**config.mk**
```make
export PLATFORM = sky130hd
export DESIGN_NAME = sha1_message_digest_flat
export DESIGN_NICKNAME = d
export VERILOG_FILES = /design/src/hw/rtl/sha1md_pkg.sv /design/src/hw/rtl/sha1md_if.sv /design/src/hw/rtl/sha1_message_digest.sv /design/src/hw/rtl/sha1md_front.sv /design/src/hw/rtl/sha1md_round.sv /design/src/hw/rtl/sha1md_back.sv /design/src/flat_wrapper.sv
export SDC_FILE = /design/constraint.sdc
export NUM_CORES = 2
export LEC_CHECK = 0
export BUFFER_PORTS_ARGS = -buffer_cell sky130_fd_sc_hd__buf_2
export CORE_MARGIN = 8
export CORE_UTILIZATION = 30
export CTS_CLUSTER_DIAMETER = 30
export DETAILED_ROUTE_END_ITERATION = 10
export SYNTH_ARGS = -nofsm -noshare
export SYNTH_HDL_FRONTEND = slang
export SYNTH_SLANG_ARGS = --single-unit
```
**constraint.sdc**
```tcl
create_clock -name i_clk -period 52.2 [get_ports i_clk]
set_clock_uncertainty 0.2 [all_clocks]
set_input_delay 5.22 -clock i_clk [delete_from_list [all_inputs] [get_ports i_clk]]
set_output_delay 5.22 -clock i_clk [all_outputs]
set_load 0.02 [all_outputs]
```
**src/hw/rtl/sha1md_pkg.sv**
```systemverilog
// ----------------------------------------------------------------------------
// sha1md_pkg
// Shared types, constants and round functions for the SHA-1 digest block.
// ----------------------------------------------------------------------------
package sha1md_pkg;

    localparam int unsigned WORD_W        = 32;
    localparam int unsigned HASH_WORDS    = 5;
    localparam int unsigned BLOCK_W       = 512;
    localparam int unsigned ROUNDS        = 80;
    localparam int unsigned QUEUE_DEPTH_D = 4;

    typedef logic [WORD_W-1:0] t_word;
    typedef t_word t_hash [HASH_WORDS];

    // Chaining state after reset and after every digest
    localparam t_word IV0 = 32'h6745_2301;
    localparam t_word IV1 = 32'hEFCD_AB89;
    localparam t_word IV2 = 32'h98BA_DCFE;
    localparam t_word IV3 = 32'h1032_5476;
    localparam t_word IV4 = 32'hC3D2_E1F0;

    localparam t_word K0 = 32'h5A82_7999;
    localparam t_word K1 = 32'h6ED9_EBA1;
    localparam t_word K2 = 32'h8F1B_BCDC;
    localparam t_word K3 = 32'hCA62_C1D6;

    localparam logic [7:0] PAD_MARK_BYTE = 8'h80;
    localparam logic [7:0] PAD_ZERO_BYTE = 8'h00;

    // Byte position in a block where the length field begins
    localparam logic [5:0] LEN_POS  = 6'd56;
    localparam logic [5:0] LAST_POS = 6'd63;
    localparam logic [2:0] LAST_IDX = 3'd4;

    // Command held in the queue between front and back
    typedef struct packed {
        logic [7:0] data_byte;
        logic       byte_present;
        logic       end_of_message;
    } t_cmd;

    // Back part to compression engine
    typedef struct packed {
        logic start;
        logic reinit;
    } t_eng_ctl;

    function automatic t_word rotl(input t_word x, input int unsigned n);
        rotl = (x << n) | (x >> (WORD_W - n));
    endfunction

    function automatic t_word round_k(input logic [6:0] rnd);
        case (rnd) inside
            [7'd0:7'd19]:  round_k = K0;
            [7'd20:7'd39]: round_k = K1;
            [7'd40:7'd59]: round_k = K2;
            default:       round_k = K3;
        endcase
    endfunction

    function automatic t_word round_f(input logic [6:0] rnd, input t_word b,
                                      input t_word c, input t_word d);
        case (rnd) inside
            [7'd0:7'd19]:  round_f = (b & c) | (~b & d);
            [7'd40:7'd59]: round_f = (b & c) | (b & d) | (c & d);
            default:       round_f = b ^ c ^ d;
        endcase
    endfunction

endpackage

```
**src/hw/rtl/sha1md_if.sv**
```systemverilog
// ----------------------------------------------------------------------------
// sha1md_if
// Valid/ready channels for message bytes in and digest words out.
// ----------------------------------------------------------------------------
interface sha1md_in_if;
    logic       valid;
    logic       ready;
    logic [7:0] data_byte;
    logic       byte_present;
    logic       end_of_message;

    modport source (output valid, output data_byte, output byte_present,
                    output end_of_message, input ready);
    modport sink   (input valid, input data_byte, input byte_present,
                    input end_of_message, output ready);
endinterface

interface sha1md_out_if;
    logic        valid;
    logic        ready;
    logic [31:0] digest_word;
    logic [2:0]  word_index;
    logic        last_word;

    modport source (output valid, output digest_word, output word_index,
                    output last_word, input ready);
    modport sink   (input valid, input digest_word, input word_index,
                    input last_word, output ready);
endinterface

```
**src/hw/rtl/sha1_message_digest.sv**
```systemverilog
// ----------------------------------------------------------------------------
// sha1_message_digest
// SHA-1 digest of a byte stream, one byte per input transfer.
// ----------------------------------------------------------------------------
// Input channel i_in carries data_byte, byte_present and end_of_message.
// A transfer with end_of_message closes the message; byte_present=0 on it
// closes without adding a byte (an empty message gives the empty digest).
// Transfers with neither flag are taken and dropped.
// Output channel o_out returns five digest words, word 0 first, the fifth
// with last_word set, from a registered output stage.
// Throughput: a byte per cycle while collecting; each 64-byte block holds
// the single round engine through its 80 rounds plus the fold into the
// chaining state, and the byte that completes the next block waits for the
// engine to go idle.
// After the closing transfer the padding bytes are shifted in and one or
// two compressions run before the first digest word is returned.
// A stalled receiver holds the digest words; the command queue keeps
// taking input until it fills, then ready drops.
// Reset restores the initial chaining state and clears length and fill.
// ----------------------------------------------------------------------------
module sha1_message_digest #(
    parameter int unsigned QUEUE_DEPTH = sha1md_pkg::QUEUE_DEPTH_D
) (
    input  logic          i_clk,
    input  logic          i_rst_n,
    sha1md_in_if.sink     i_in,
    sha1md_out_if.source  o_out
);
    import sha1md_pkg::*;

    logic                cmd_valid, cmd_ready, busy;
    t_cmd                cmd;
    t_eng_ctl            ctl;
    logic [BLOCK_W-1:0]  block;
    t_hash               hash;

    sha1md_front #(
        .QUEUE_DEPTH (QUEUE_DEPTH)
    ) u_front (
        .i_clk       (i_clk),
        .i_rst_n     (i_rst_n),
        .i_in        (i_in),
        .o_cmd_valid (cmd_valid),
        .o_cmd       (cmd),
        .i_cmd_ready (cmd_ready)
    );

    sha1md_back u_back (
        .i_clk       (i_clk),
        .i_rst_n     (i_rst_n),
        .i_cmd_valid (cmd_valid),
        .i_cmd       (cmd),
        .o_cmd_ready (cmd_ready),
        .o_ctl       (ctl),
        .o_block     (block),
        .i_busy      (busy),
        .i_hash      (hash),
        .o_out       (o_out)
    );

    sha1md_round u_round (
        .i_clk   (i_clk),
        .i_rst_n (i_rst_n),
        .i_ctl   (ctl),
        .i_block (block),
        .o_busy  (busy),
        .o_hash  (hash)
    );

endmodule

```
**src/hw/rtl/sha1md_front.sv**
```systemverilog
// ----------------------------------------------------------------------------
// sha1md_front
// Input side: takes item transfers, drops empty non-closing items and
// queues the rest as commands for the back part.
// ----------------------------------------------------------------------------
module sha1md_front #(
    parameter int unsigned QUEUE_DEPTH = sha1md_pkg::QUEUE_DEPTH_D
) (
    input  logic                i_clk,
    input  logic                i_rst_n,
    sha1md_in_if.sink           i_in,
    output logic                o_cmd_valid,
    output sha1md_pkg::t_cmd    o_cmd,
    input  logic                i_cmd_ready
);
    import sha1md_pkg::*;

    localparam int unsigned PW = $clog2(QUEUE_DEPTH);
    localparam int unsigned CW = $clog2(QUEUE_DEPTH + 1);

    t_cmd          r_mem [QUEUE_DEPTH];
    logic [PW-1:0] r_wr_ptr, n_wr_ptr;
    logic [PW-1:0] r_rd_ptr, n_rd_ptr;
    logic [CW-1:0] r_count,  n_count;
    logic          push, pop, in_xfer;
    t_cmd          in_cmd;

    // Classify the incoming item
    assign in_cmd.data_byte      = i_in.data_byte;
    assign in_cmd.byte_present   = i_in.byte_present;
    assign in_cmd.end_of_message = i_in.end_of_message;

    assign i_in.ready  = (r_count != CW'(QUEUE_DEPTH));
    assign in_xfer     = i_in.valid && i_in.ready;
    assign push        = in_xfer && (i_in.byte_present || i_in.end_of_message);

    assign o_cmd_valid = (r_count != '0);
    assign o_cmd       = r_mem[r_rd_ptr];
    assign pop         = o_cmd_valid && i_cmd_ready;

    // Advance pointers and occupancy
    always_comb begin
        n_wr_ptr = r_wr_ptr;
        n_rd_ptr = r_rd_ptr;
        n_count  = r_count;
        if (push) begin
            n_wr_ptr = (r_wr_ptr == PW'(QUEUE_DEPTH - 1)) ? '0 : r_wr_ptr + 1'b1;
        end
        if (pop) begin
            n_rd_ptr = (r_rd_ptr == PW'(QUEUE_DEPTH - 1)) ? '0 : r_rd_ptr + 1'b1;
        end
        if (push && !pop) begin
            n_count = r_count + 1'b1;
        end else if (pop && !push) begin
            n_count = r_count - 1'b1;
        end
    end

    always_ff @(posedge i_clk) begin
        if (!i_rst_n) begin
            r_wr_ptr <= '0;
            r_rd_ptr <= '0;
            r_count  <= '0;
        end else begin
            r_wr_ptr <= n_wr_ptr;
            r_rd_ptr <= n_rd_ptr;
            r_count  <= n_count;
        end
    end

    // Hold queued commands
    always_ff @(posedge i_clk) begin
        if (push) begin
            r_mem[r_wr_ptr] <= in_cmd;
        end
    end

endmodule

```
**src/hw/rtl/sha1md_round.sv**
```systemverilog
// ----------------------------------------------------------------------------
// sha1md_round
// Compression engine: one SHA-1 round per cycle over a 16-word schedule
// window, then a final step that folds the result into the chaining state.
// ----------------------------------------------------------------------------
module sha1md_round (
    input  logic                          i_clk,
    input  logic                          i_rst_n,
    input  sha1md_pkg::t_eng_ctl          i_ctl,
    input  logic [sha1md_pkg::BLOCK_W-1:0] i_block,
    output logic                          o_busy,
    output sha1md_pkg::t_hash             o_hash
);
    import sha1md_pkg::*;

    t_word       r_w [16];
    t_word       r_v [HASH_WORDS];
    t_word       r_h [HASH_WORDS];
    logic [6:0]  r_round;
    logic        r_busy;
    logic        finishing;
    t_word       w_new, t_sum;

    assign finishing = r_busy && (r_round == 7'(ROUNDS));
    assign o_busy    = r_busy;
    assign o_hash    = r_h;

    // Next schedule word and round sum
    assign w_new = rotl(r_w[13] ^ r_w[8] ^ r_w[2] ^ r_w[0], 1);
    assign t_sum = rotl(r_v[0], 5) + round_f(r_round, r_v[1], r_v[2], r_v[3])
                 + r_v[4] + round_k(r_round) + r_w[0];

    // Control
    always_ff @(posedge i_clk) begin
        if (!i_rst_n) begin
            r_busy  <= 1'b0;
            r_round <= '0;
        end else if (i_ctl.start) begin
            r_busy  <= 1'b1;
            r_round <= '0;
        end else if (finishing) begin
            r_busy  <= 1'b0;
        end else if (r_busy) begin
            r_round <= r_round + 1'b1;
        end
    end

    // Schedule window and working variables
    always_ff @(posedge i_clk) begin
        if (i_ctl.start) begin
            for (int k = 0; k < 16; k++) begin
                r_w[k] <= i_block[BLOCK_W - 1 - 32 * k -: 32];
            end
            for (int k = 0; k < HASH_WORDS; k++) begin
                r_v[k] <= r_h[k];
            end
        end else if (r_busy && !finishing) begin
            for (int k = 0; k < 15; k++) begin
                r_w[k] <= r_w[k + 1];
            end
            r_w[15] <= w_new;
            r_v[4]  <= r_v[3];
            r_v[3]  <= r_v[2];
            r_v[2]  <= rotl(r_v[1], 30);
            r_v[1]  <= r_v[0];
            r_v[0]  <= t_sum;
        end
    end

    // Chaining state: fold in after the last round, restore for a new message
    always_ff @(posedge i_clk) begin
        if (!i_rst_n || i_ctl.reinit) begin
            r_h[0] <= IV0;
            r_h[1] <= IV1;
            r_h[2] <= IV2;
            r_h[3] <= IV3;
            r_h[4] <= IV4;
        end else if (finishing) begin
            for (int k = 0; k < HASH_WORDS; k++) begin
                r_h[k] <= r_h[k] + r_v[k];
            end
        end
    end

endmodule

```
**src/hw/rtl/sha1md_back.sv**
```systemverilog
// ----------------------------------------------------------------------------
// sha1md_back
// Back part: packs bytes into the block buffer, runs the padding sequence,
// launches compressions and streams the digest through an output register.
// ----------------------------------------------------------------------------
module sha1md_back (
    input  logic                           i_clk,
    input  logic                           i_rst_n,
    input  logic                           i_cmd_valid,
    input  sha1md_pkg::t_cmd               i_cmd,
    output logic                           o_cmd_ready,
    output sha1md_pkg::t_eng_ctl           o_ctl,
    output logic [sha1md_pkg::BLOCK_W-1:0] o_block,
    input  logic                           i_busy,
    input  sha1md_pkg::t_hash              i_hash,
    sha1md_out_if.source                   o_out
);
    import sha1md_pkg::*;

    typedef enum logic [5:0] {
        S_COLLECT  = 6'b000001,
        S_PAD_MARK = 6'b000010,
        S_PAD_ZERO = 6'b000100,
        S_PAD_LEN  = 6'b001000,
        S_WAIT     = 6'b010000,
        S_OUT      = 6'b100000
    } t_state;

    t_state               r_state, n_state;
    logic [BLOCK_W-1:0]   r_buf;
    logic [5:0]           r_fill;
    logic [60:0]          r_len;     // message length in bytes
    logic [2:0]           r_sel;
    logic                 r_out_valid;
    t_word                r_out_word;
    logic [2:0]           r_out_idx;
    logic                 r_out_last;

    logic                 can_shift, shift_en, count_en, load_out, out_xfer;
    logic [7:0]           shift_byte;
    logic [63:0]          len_bits;
    logic [2:0]           len_sel;
    t_word                sel_word;

    assign can_shift = (r_fill != LAST_POS) || !i_busy;
    assign len_bits  = {r_len, 3'b000};
    assign len_sel   = 3'd7 - r_fill[2:0];
    assign o_block   = {r_buf[BLOCK_W-9:0], shift_byte};
    assign out_xfer  = r_out_valid && o_out.ready;

    // Pick the chaining word for the next digest transfer
    always_comb begin
        case (r_sel)
            3'd0:    sel_word = i_hash[0];
            3'd1:    sel_word = i_hash[1];
            3'd2:    sel_word = i_hash[2];
            3'd3:    sel_word = i_hash[3];
            3'd4:    sel_word = i_hash[4];
            default: sel_word = i_hash[4];
        endcase
    end

    // Sequencer
    always_comb begin
        n_state      = r_state;
        o_cmd_ready  = 1'b0;
        shift_en     = 1'b0;
        count_en     = 1'b0;
        shift_byte   = i_cmd.data_byte;
        load_out     = 1'b0;
        o_ctl.reinit = 1'b0;
        case (r_state)
            S_COLLECT: begin
                if (i_cmd_valid) begin
                    if (!i_cmd.byte_present) begin
                        o_cmd_ready = 1'b1;
                        if (i_cmd.end_of_message) n_state = S_PAD_MARK;
                    end else if (can_shift) begin
                        o_cmd_ready = 1'b1;
                        shift_en    = 1'b1;
                        count_en    = 1'b1;
                        if (i_cmd.end_of_message) n_state = S_PAD_MARK;
                    end
                end
            end
            S_PAD_MARK: begin
                shift_byte = PAD_MARK_BYTE;
                if (can_shift) begin
                    shift_en = 1'b1;
                    n_state  = S_PAD_ZERO;
                end
            end
            S_PAD_ZERO: begin
                shift_byte = PAD_ZERO_BYTE;
                if (r_fill == LEN_POS) begin
                    n_state = S_PAD_LEN;
                end else if (can_shift) begin
                    shift_en = 1'b1;
                end
            end
            S_PAD_LEN: begin
                shift_byte = len_bits[{len_sel, 3'b000} +: 8];
                if (can_shift) begin
                    shift_en = 1'b1;
                    if (r_fill == LAST_POS) n_state = S_WAIT;
                end
            end
            S_WAIT: begin
                if (!i_busy) n_state = S_OUT;
            end
            S_OUT: begin
                if (!r_out_valid || o_out.ready) begin
                    load_out = 1'b1;
                    if (r_sel == LAST_IDX) begin
                        o_ctl.reinit = 1'b1;
                        n_state      = S_COLLECT;
                    end
                end
            end
            default: n_state = S_COLLECT;
        endcase
        // Launch a compression whenever a byte completes the block
        o_ctl.start = shift_en && (r_fill == LAST_POS);
    end

    always_ff @(posedge i_clk) begin
        if (!i_rst_n) begin
            r_state     <= S_COLLECT;
            r_fill      <= '0;
            r_len       <= '0;
            r_sel       <= '0;
            r_out_valid <= 1'b0;
        end else begin
            r_state <= n_state;
            if (shift_en) r_fill <= r_fill + 1'b1;
            if (o_ctl.reinit) begin
                r_len <= '0;
            end else if (count_en) begin
                r_len <= r_len + 1'b1;
            end
            if (load_out) begin
                r_sel <= (r_sel == LAST_IDX) ? 3'd0 : r_sel + 1'b1;
            end
            if (load_out) begin
                r_out_valid <= 1'b1;
            end else if (out_xfer) begin
                r_out_valid <= 1'b0;
            end
        end
    end

    // Block buffer and output payload
    always_ff @(posedge i_clk) begin
        if (shift_en) r_buf <= o_block;
        if (load_out) begin
            r_out_word <= sel_word;
            r_out_idx  <= r_sel;
            r_out_last <= (r_sel == LAST_IDX);
        end
    end

    assign o_out.valid       = r_out_valid;
    assign o_out.digest_word = r_out_word;
    assign o_out.word_index  = r_out_idx;
    assign o_out.last_word   = r_out_last;

    a_start_idle: assert property (@(posedge i_clk) disable iff (!i_rst_n)
        o_ctl.start |-> !i_busy)
        else $error("compression launched while engine busy");

    a_len_pos: assert property (@(posedge i_clk) disable iff (!i_rst_n)
        (r_state == S_PAD_LEN) |-> (r_fill[5:3] == 3'b111))
        else $error("length field outside last eight bytes of block");

    a_out_idle: assert property (@(posedge i_clk) disable iff (!i_rst_n)
        (r_state == S_OUT) |-> (!i_busy && r_fill == '0))
        else $error("digest read while engine busy or block partly filled");

    a_last_flag: assert property (@(posedge i_clk) disable iff (!i_rst_n)
        r_out_valid |-> (r_out_last == (r_out_idx == LAST_IDX)))
        else $error("last flag does not match digest word index");

endmodule
```
**src/flat_wrapper.sv**
```systemverilog
// flat-port wrapper written by rule: the top's interface ports become plain ports
module sha1_message_digest_flat import sha1md_pkg::*;
#(
    parameter int unsigned QUEUE_DEPTH = sha1md_pkg::QUEUE_DEPTH_D
)
  (i_clk, i_rst_n, i_in_valid, i_in_data_byte, i_in_byte_present, i_in_end_of_message, i_in_ready, o_out_valid, o_out_digest_word, o_out_word_index, o_out_last_word, o_out_ready);
  sha1md_in_if i_in_i ();
  sha1md_out_if o_out_i ();
  input  logic i_clk;
  input  logic i_rst_n;
  input wire logic [$bits(i_in_i.valid)-1:0] i_in_valid;
  input wire logic [$bits(i_in_i.data_byte)-1:0] i_in_data_byte;
  input wire logic [$bits(i_in_i.byte_present)-1:0] i_in_byte_present;
  input wire logic [$bits(i_in_i.end_of_message)-1:0] i_in_end_of_message;
  output wire logic [$bits(i_in_i.ready)-1:0] i_in_ready;
  output wire logic [$bits(o_out_i.valid)-1:0] o_out_valid;
  output wire logic [$bits(o_out_i.digest_word)-1:0] o_out_digest_word;
  output wire logic [$bits(o_out_i.word_index)-1:0] o_out_word_index;
  output wire logic [$bits(o_out_i.last_word)-1:0] o_out_last_word;
  input wire logic [$bits(o_out_i.ready)-1:0] o_out_ready;
  assign i_in_i.valid = i_in_valid;
  assign i_in_i.data_byte = i_in_data_byte;
  assign i_in_i.byte_present = i_in_byte_present;
  assign i_in_i.end_of_message = i_in_end_of_message;
  assign i_in_ready = i_in_i.ready;
  assign o_out_valid = o_out_i.valid;
  assign o_out_digest_word = o_out_i.digest_word;
  assign o_out_word_index = o_out_i.word_index;
  assign o_out_last_word = o_out_i.last_word;
  assign o_out_i.ready = o_out_ready;
  sha1_message_digest #(.QUEUE_DEPTH(QUEUE_DEPTH)) u_core (.i_clk(i_clk), .i_rst_n(i_rst_n), .i_in(i_in_i), .o_out(o_out_i));
endmodule
```
==> Implementation_results.wiki <==
{| class="wikitable"
! Metric !! Value
|-
| Worst R2R Start || u_core.u_round.r_round[0]
|-
| Clock buffers created by TritonCTS || 346
|-
| Port bufs || 51
|-
| Synth Cell Area || 0.0711 mm^2
|-
| Cell at the slowest stage of the critical path || sky130_fd_sc_hd__inv_1
|-
| Total iterations of the first detailed-routing run || 8
|-
| Post-synth EDFFs || 1252
|-
| Count of final setup violators || 0
|-
| Antenna violations before repair || 2
|-
| GR Util All Layers || 0.136
|-
| Result of the run || finished, final reports clean
|-
| Crit. End Element || flip-flop
|-
| Cts hold-fix bufs || 0
|-
| Top_reg_cell synth || sky130_fd_sc_hd__edfxtp_1
|-
| Count of mapped cells out of synthesis || 6121
|-
| Post-synthesis cell type count || 90
|-
| CP required || 52.58 ns
|-
| Final count of hold timing violations || 0
|-
| Fmax || 125 MHz
|-
| Hold_sp || u_core.u_back.r_buf[240]
|-
| Max rail drop VDD || 0.0627 mV
|-
| Yosys warns || 0
|-
| DIE AREA || 0.253 mm^2
|-
| Measured slew at the worst slew-check pin || 1.22 ns
|-
| Classification of the worst-slack hold path || reg2reg
|-
| Critical path class || reg2reg
|-
| GRT overflow || 0
|-
| Clock tree from TritonCTS || done
|-
| Synthesized flop and latch total || 1506
|-
| Remaining DRCs || 0
|-
| WP data arrival || 8.35 ns
|-
| Sink count of the clock tree || 1506
|-
| Post-route clock period utilization || 0.153
|-
| Final HPWL from detailed placement || 112 mm
|-
| Grt met1 use || 0.194
|-
| Unrepaired setup endpoints after global routing || false
|-
| Syn_nets || 6497
|-
| Worst slew margin relative to its limit || 0.186
|-
| Routed wire length || 176 mm
|-
| Pin count of the biggest net entering global routing || 189
|-
| Final Worst Setup Slack || 44.23 ns
|-
| Root Buffer || sky130_fd_sc_hd__clkbuf_16
|-
| Worst Hold Endpoint || u_core.u_back.r_buf[248]
|-
| Cell seen most often among critical-path stages || sky130_fd_sc_hd__inv_1
|-
| Reg-to-reg critical path endpoint || u_core.u_round.r_v[0][28]
|-
| Rows || 178
|-
| Met2 Resource Use GR || 0.204
|-
| Pre-CTS setup slack || 44.12 ns
|-
| Async S/R FF share, synth || 0
|-
| Total Neg Setup Slack || 0 ns
|-
| Largest driver fanout on the critical path || 16
|-
| Register-to-register setup slack || 44.23 ns
|-
| Depth of the CTS H-tree || 5
|-
| Final #Nets || 6691
|-
| Area growth from synthesis to layout || 21.3%
|-
| Global-route wire length before repair || 275 mm
|-
| Placer congestion estimate || 0.923
|-
| Initial cell density of the core || 0.302
|-
| First DRT Iteration DRCs || 4258
|-
| Depth of the worst register-to-register path || 25
|-
| Power density of the placed cells || 47.0 mW/mm^2
|-
| CTS max path bufs || 4
|-
| Peak-usage layer in the global routing report || met2
|-
| Share of layout cells above drive strength 1 || 0.121
|-
| Setup Fix Bufs, Post-CTS || 0
|-
| Count of antenna diodes in the layout || 0
|-
| Vias/cell || 4.87
|-
| Max capacitance violation total || 0
|-
| Drt wl/cell || 18.1 um
|-
| Worst hold path depth || 0
|-
| Post-route antenna net violation count || 0
|-
| Slowest Stage Delay on Critical Path || 0.64 ns
|-
| Horiz. Die Dim || 503 um
|-
| Post-CTS clock slew at the launch and capture registers of the worst setup and hold paths || 0.05 ns
|-
| Clock period minus worst slack || 7.97 ns
|-
| Lkg Pwr || 33.3 nW
|-
| Mean Syn Cell Area || 11.6 um^2
|-
| Core region area || 0.235 mm^2
|-
| Post-synthesis sequential area ratio || 0.600
|-
| Number of max-slew violations in the final report || 0
|-
| Vert. Die Dim || 503 um
|-
| Via count of the first global-routing pass || 47.2k
|-
| Clock latency reported for the late side of the worst-skew pair || 0.90 ns
|-
| Launching element type of the critical path || flip-flop
|-
| Post-cts gate resize count || 0
|-
| Vias post-DR || 47.4k
|-
| Global routing met3 resource utilization || 0.0256
|-
| Ports placed on the boundary || 52
|}
## power breakdown
group | internal, W | switching [W]
Clock | 0.00145 | 0.000683
Sequential | 0.00159 | 0.0000869
Combinational | 0.0000615 | 0.000186
## cell families (layout without fill, tap and decap cells)
kind of cell             after synthesis  after routing  synth area share
flip-flops                          1506           1506             0.600
buffers and inverters                486            951            0.0267
AND/OR/NAND/NOR                     2280           2280             0.135
adder cells (fa/ha/maj)              362            362            0.0770
XOR/XNOR                             301            301            0.0371
AO/OA/AOI/OAI                        974            974            0.0876
multiplexers                         212            212            0.0367
## routing by layer
metal  part of all wire  vias to the layer above  wire [um]
met5                  0                        -          0
met1               0.46                    23300      80600
met3              0.071                      383      12400
met4              0.034                        0       6060
li1                   -                    22200          -
met2               0.44                     1584      76900
## sequential cells by signal (all words and copies together), names as in the netlist, named ones only
signal / flops
u_core.u_back.r_len: 61
u_core.u_round.o_busy: 1
u_core.u_round.r_v: 160
u_core.u_front.r_count: 3
u_core.u_back.o_out.valid: 1
u_core.u_back.o_out.last_word: 1
u_core.u_front.r_mem: 40
u_core.u_back.o_out.word_index: 3
u_core.u_round.o_hash: 160
u_core.u_back.r_sel: 3
u_core.u_back.r_state: 6
u_core.u_round.r_round: 7
u_core.u_back.r_buf: 504
u_core.u_round.r_w: 512
u_core.u_back.o_out.digest_word: 32
u_core.u_back.r_fill: 6
u_core.u_front.r_wr_ptr: 2
u_core.u_front.r_rd_ptr: 2
## worst max-delay path by stage
| stage | start | endpoint | slack, ns |
|---|---|---|---|
| 3_3_place_gp | o_out_ready | u_core.u_round.o_hash[87] | 44.14 |
| 4_1_cts | u_core.u_round.r_round[0] | u_core.u_round.r_v[0][28] | 44.13 |
| 6_report | u_core.u_round.r_round[0] | u_core.u_round.r_v[0][28] | 44.23 |
| 2_1_floorplan | u_core.u_back.r_fill[0] | u_core.u_round.o_busy | 25.63 |
| 5_1_grt | u_core.u_round.r_round[0] | u_core.u_round.r_v[0][28] | 43.74 |
| 3_5_place_dp | o_out_ready | u_core.u_round.o_hash[87] | 44.12 |
## metrics by stage
| step | utilization | cell area (um^2) | hold WS (ns) | total power (W) | cells |
|---|---|---|---|---|---|
| after detailed placement | 0.317 | 74700 | 0.230 | 0.00195 | 9117 |
| after global routing | 0.366 | 86300 | 0.213 | 0.00421 | 9736 |
| final | 0.366 | 86300 | 0.217 | 0.00406 | 9736 |
| after CTS | 0.366 | 86300 | 0.214 | 0.00410 | 9736 |
| after floorplan | - | 71100 | 0.219 | 0.00192 | 6121 |
| after global placement | 0.317 | 74700 | 0.223 | 0.00194 | 9117 |
## cells in the final DEF, fill, tap and decap left out, drive strengths merged, types with 32 or more instances in the layout
master,netlist,final
a211oi,32,32
a21o,74,74
a21oi,290,290
a22oi,65,65
and3,40,40
buf,26,96
bufinv,0,38
clkbuf,224,414
clkinv,0,105
dfxtp,254,254
edfxtp,1252,1252
fa,126,126
ha,236,236
inv,236,268
mux2,161,161
nand2,1606,1606
nand2b,32,32
nand3,101,101
nor2,265,265
nor2b,57,57
nor3,35,35
o211ai,62,62
o21a,68,68
o21ai,205,205
xnor2,202,202
xor2,99,99
## area by class of cell
class                      instances  area (um^2)
fill                           22500       149000
sequential                      1506        42700
multi-input combinational       4129        26600
clock buffer                     414         9250
tap                             3150         3940
clock inverter                   205         2270
inverter                         236          886
timing repair buffer              96          643
## synth_stat cells, drive strengths merged (7+ instances only)
| cell | count | area [um^2] |
|---|---|---|
| and4 | 9 | 78.8 |
| nand3 | 101 | 505 |
| edfxtp | 1252 | 37600 |
| nor3 | 35 | 180 |
| a221oi | 9 | 78.8 |
| o22ai | 13 | 81.3 |
| a221o | 13 | 130 |
| a21o | 74 | 556 |
| o21bai | 25 | 188 |
| dfxtp | 254 | 5080 |
| o211ai | 62 | 465 |
| nor3b | 12 | 90.1 |
| a2111oi | 7 | 62.6 |
| a22oi | 65 | 488 |
| nand3b | 12 | 90.1 |
| o21a | 68 | 510 |
| and2 | 30 | 190 |
| o31ai | 13 | 97.6 |
| a31oi | 19 | 134 |
| nand2b | 32 | 200 |
| clkbuf | 224 | 842 |
| or3 | 24 | 150 |
| nand2 | 1606 | 6040 |
| nand4 | 28 | 181 |
| nor2b | 57 | 357 |
| a211o | 14 | 123 |
| inv | 236 | 886 |
| mux2 | 161 | 1810 |
| o32ai | 13 | 114 |
| mux4 | 23 | 518 |
| xnor2 | 202 | 1770 |
| or2 | 7 | 43.8 |
| nor2 | 265 | 1010 |
| buf | 26 | 173 |
| ha | 236 | 2950 |
| fa | 126 | 2520 |
| o21ai | 205 | 1030 |
| mux2i | 28 | 280 |
| a21oi | 290 | 1450 |
| xor2 | 99 | 867 |
| and3 | 40 | 250 |
| a211oi | 32 | 240 |
## critical path, delay by kind of cell (launching register included)
kind,cells,cell delay [ns]
compound gates,11,3.16
buf+inv,5,1.26
simple gates,4,0.81
flops,1,0.34
fa+ha+maj,5,1.87
Note: power is estimated with default switching activity, not from simulation.
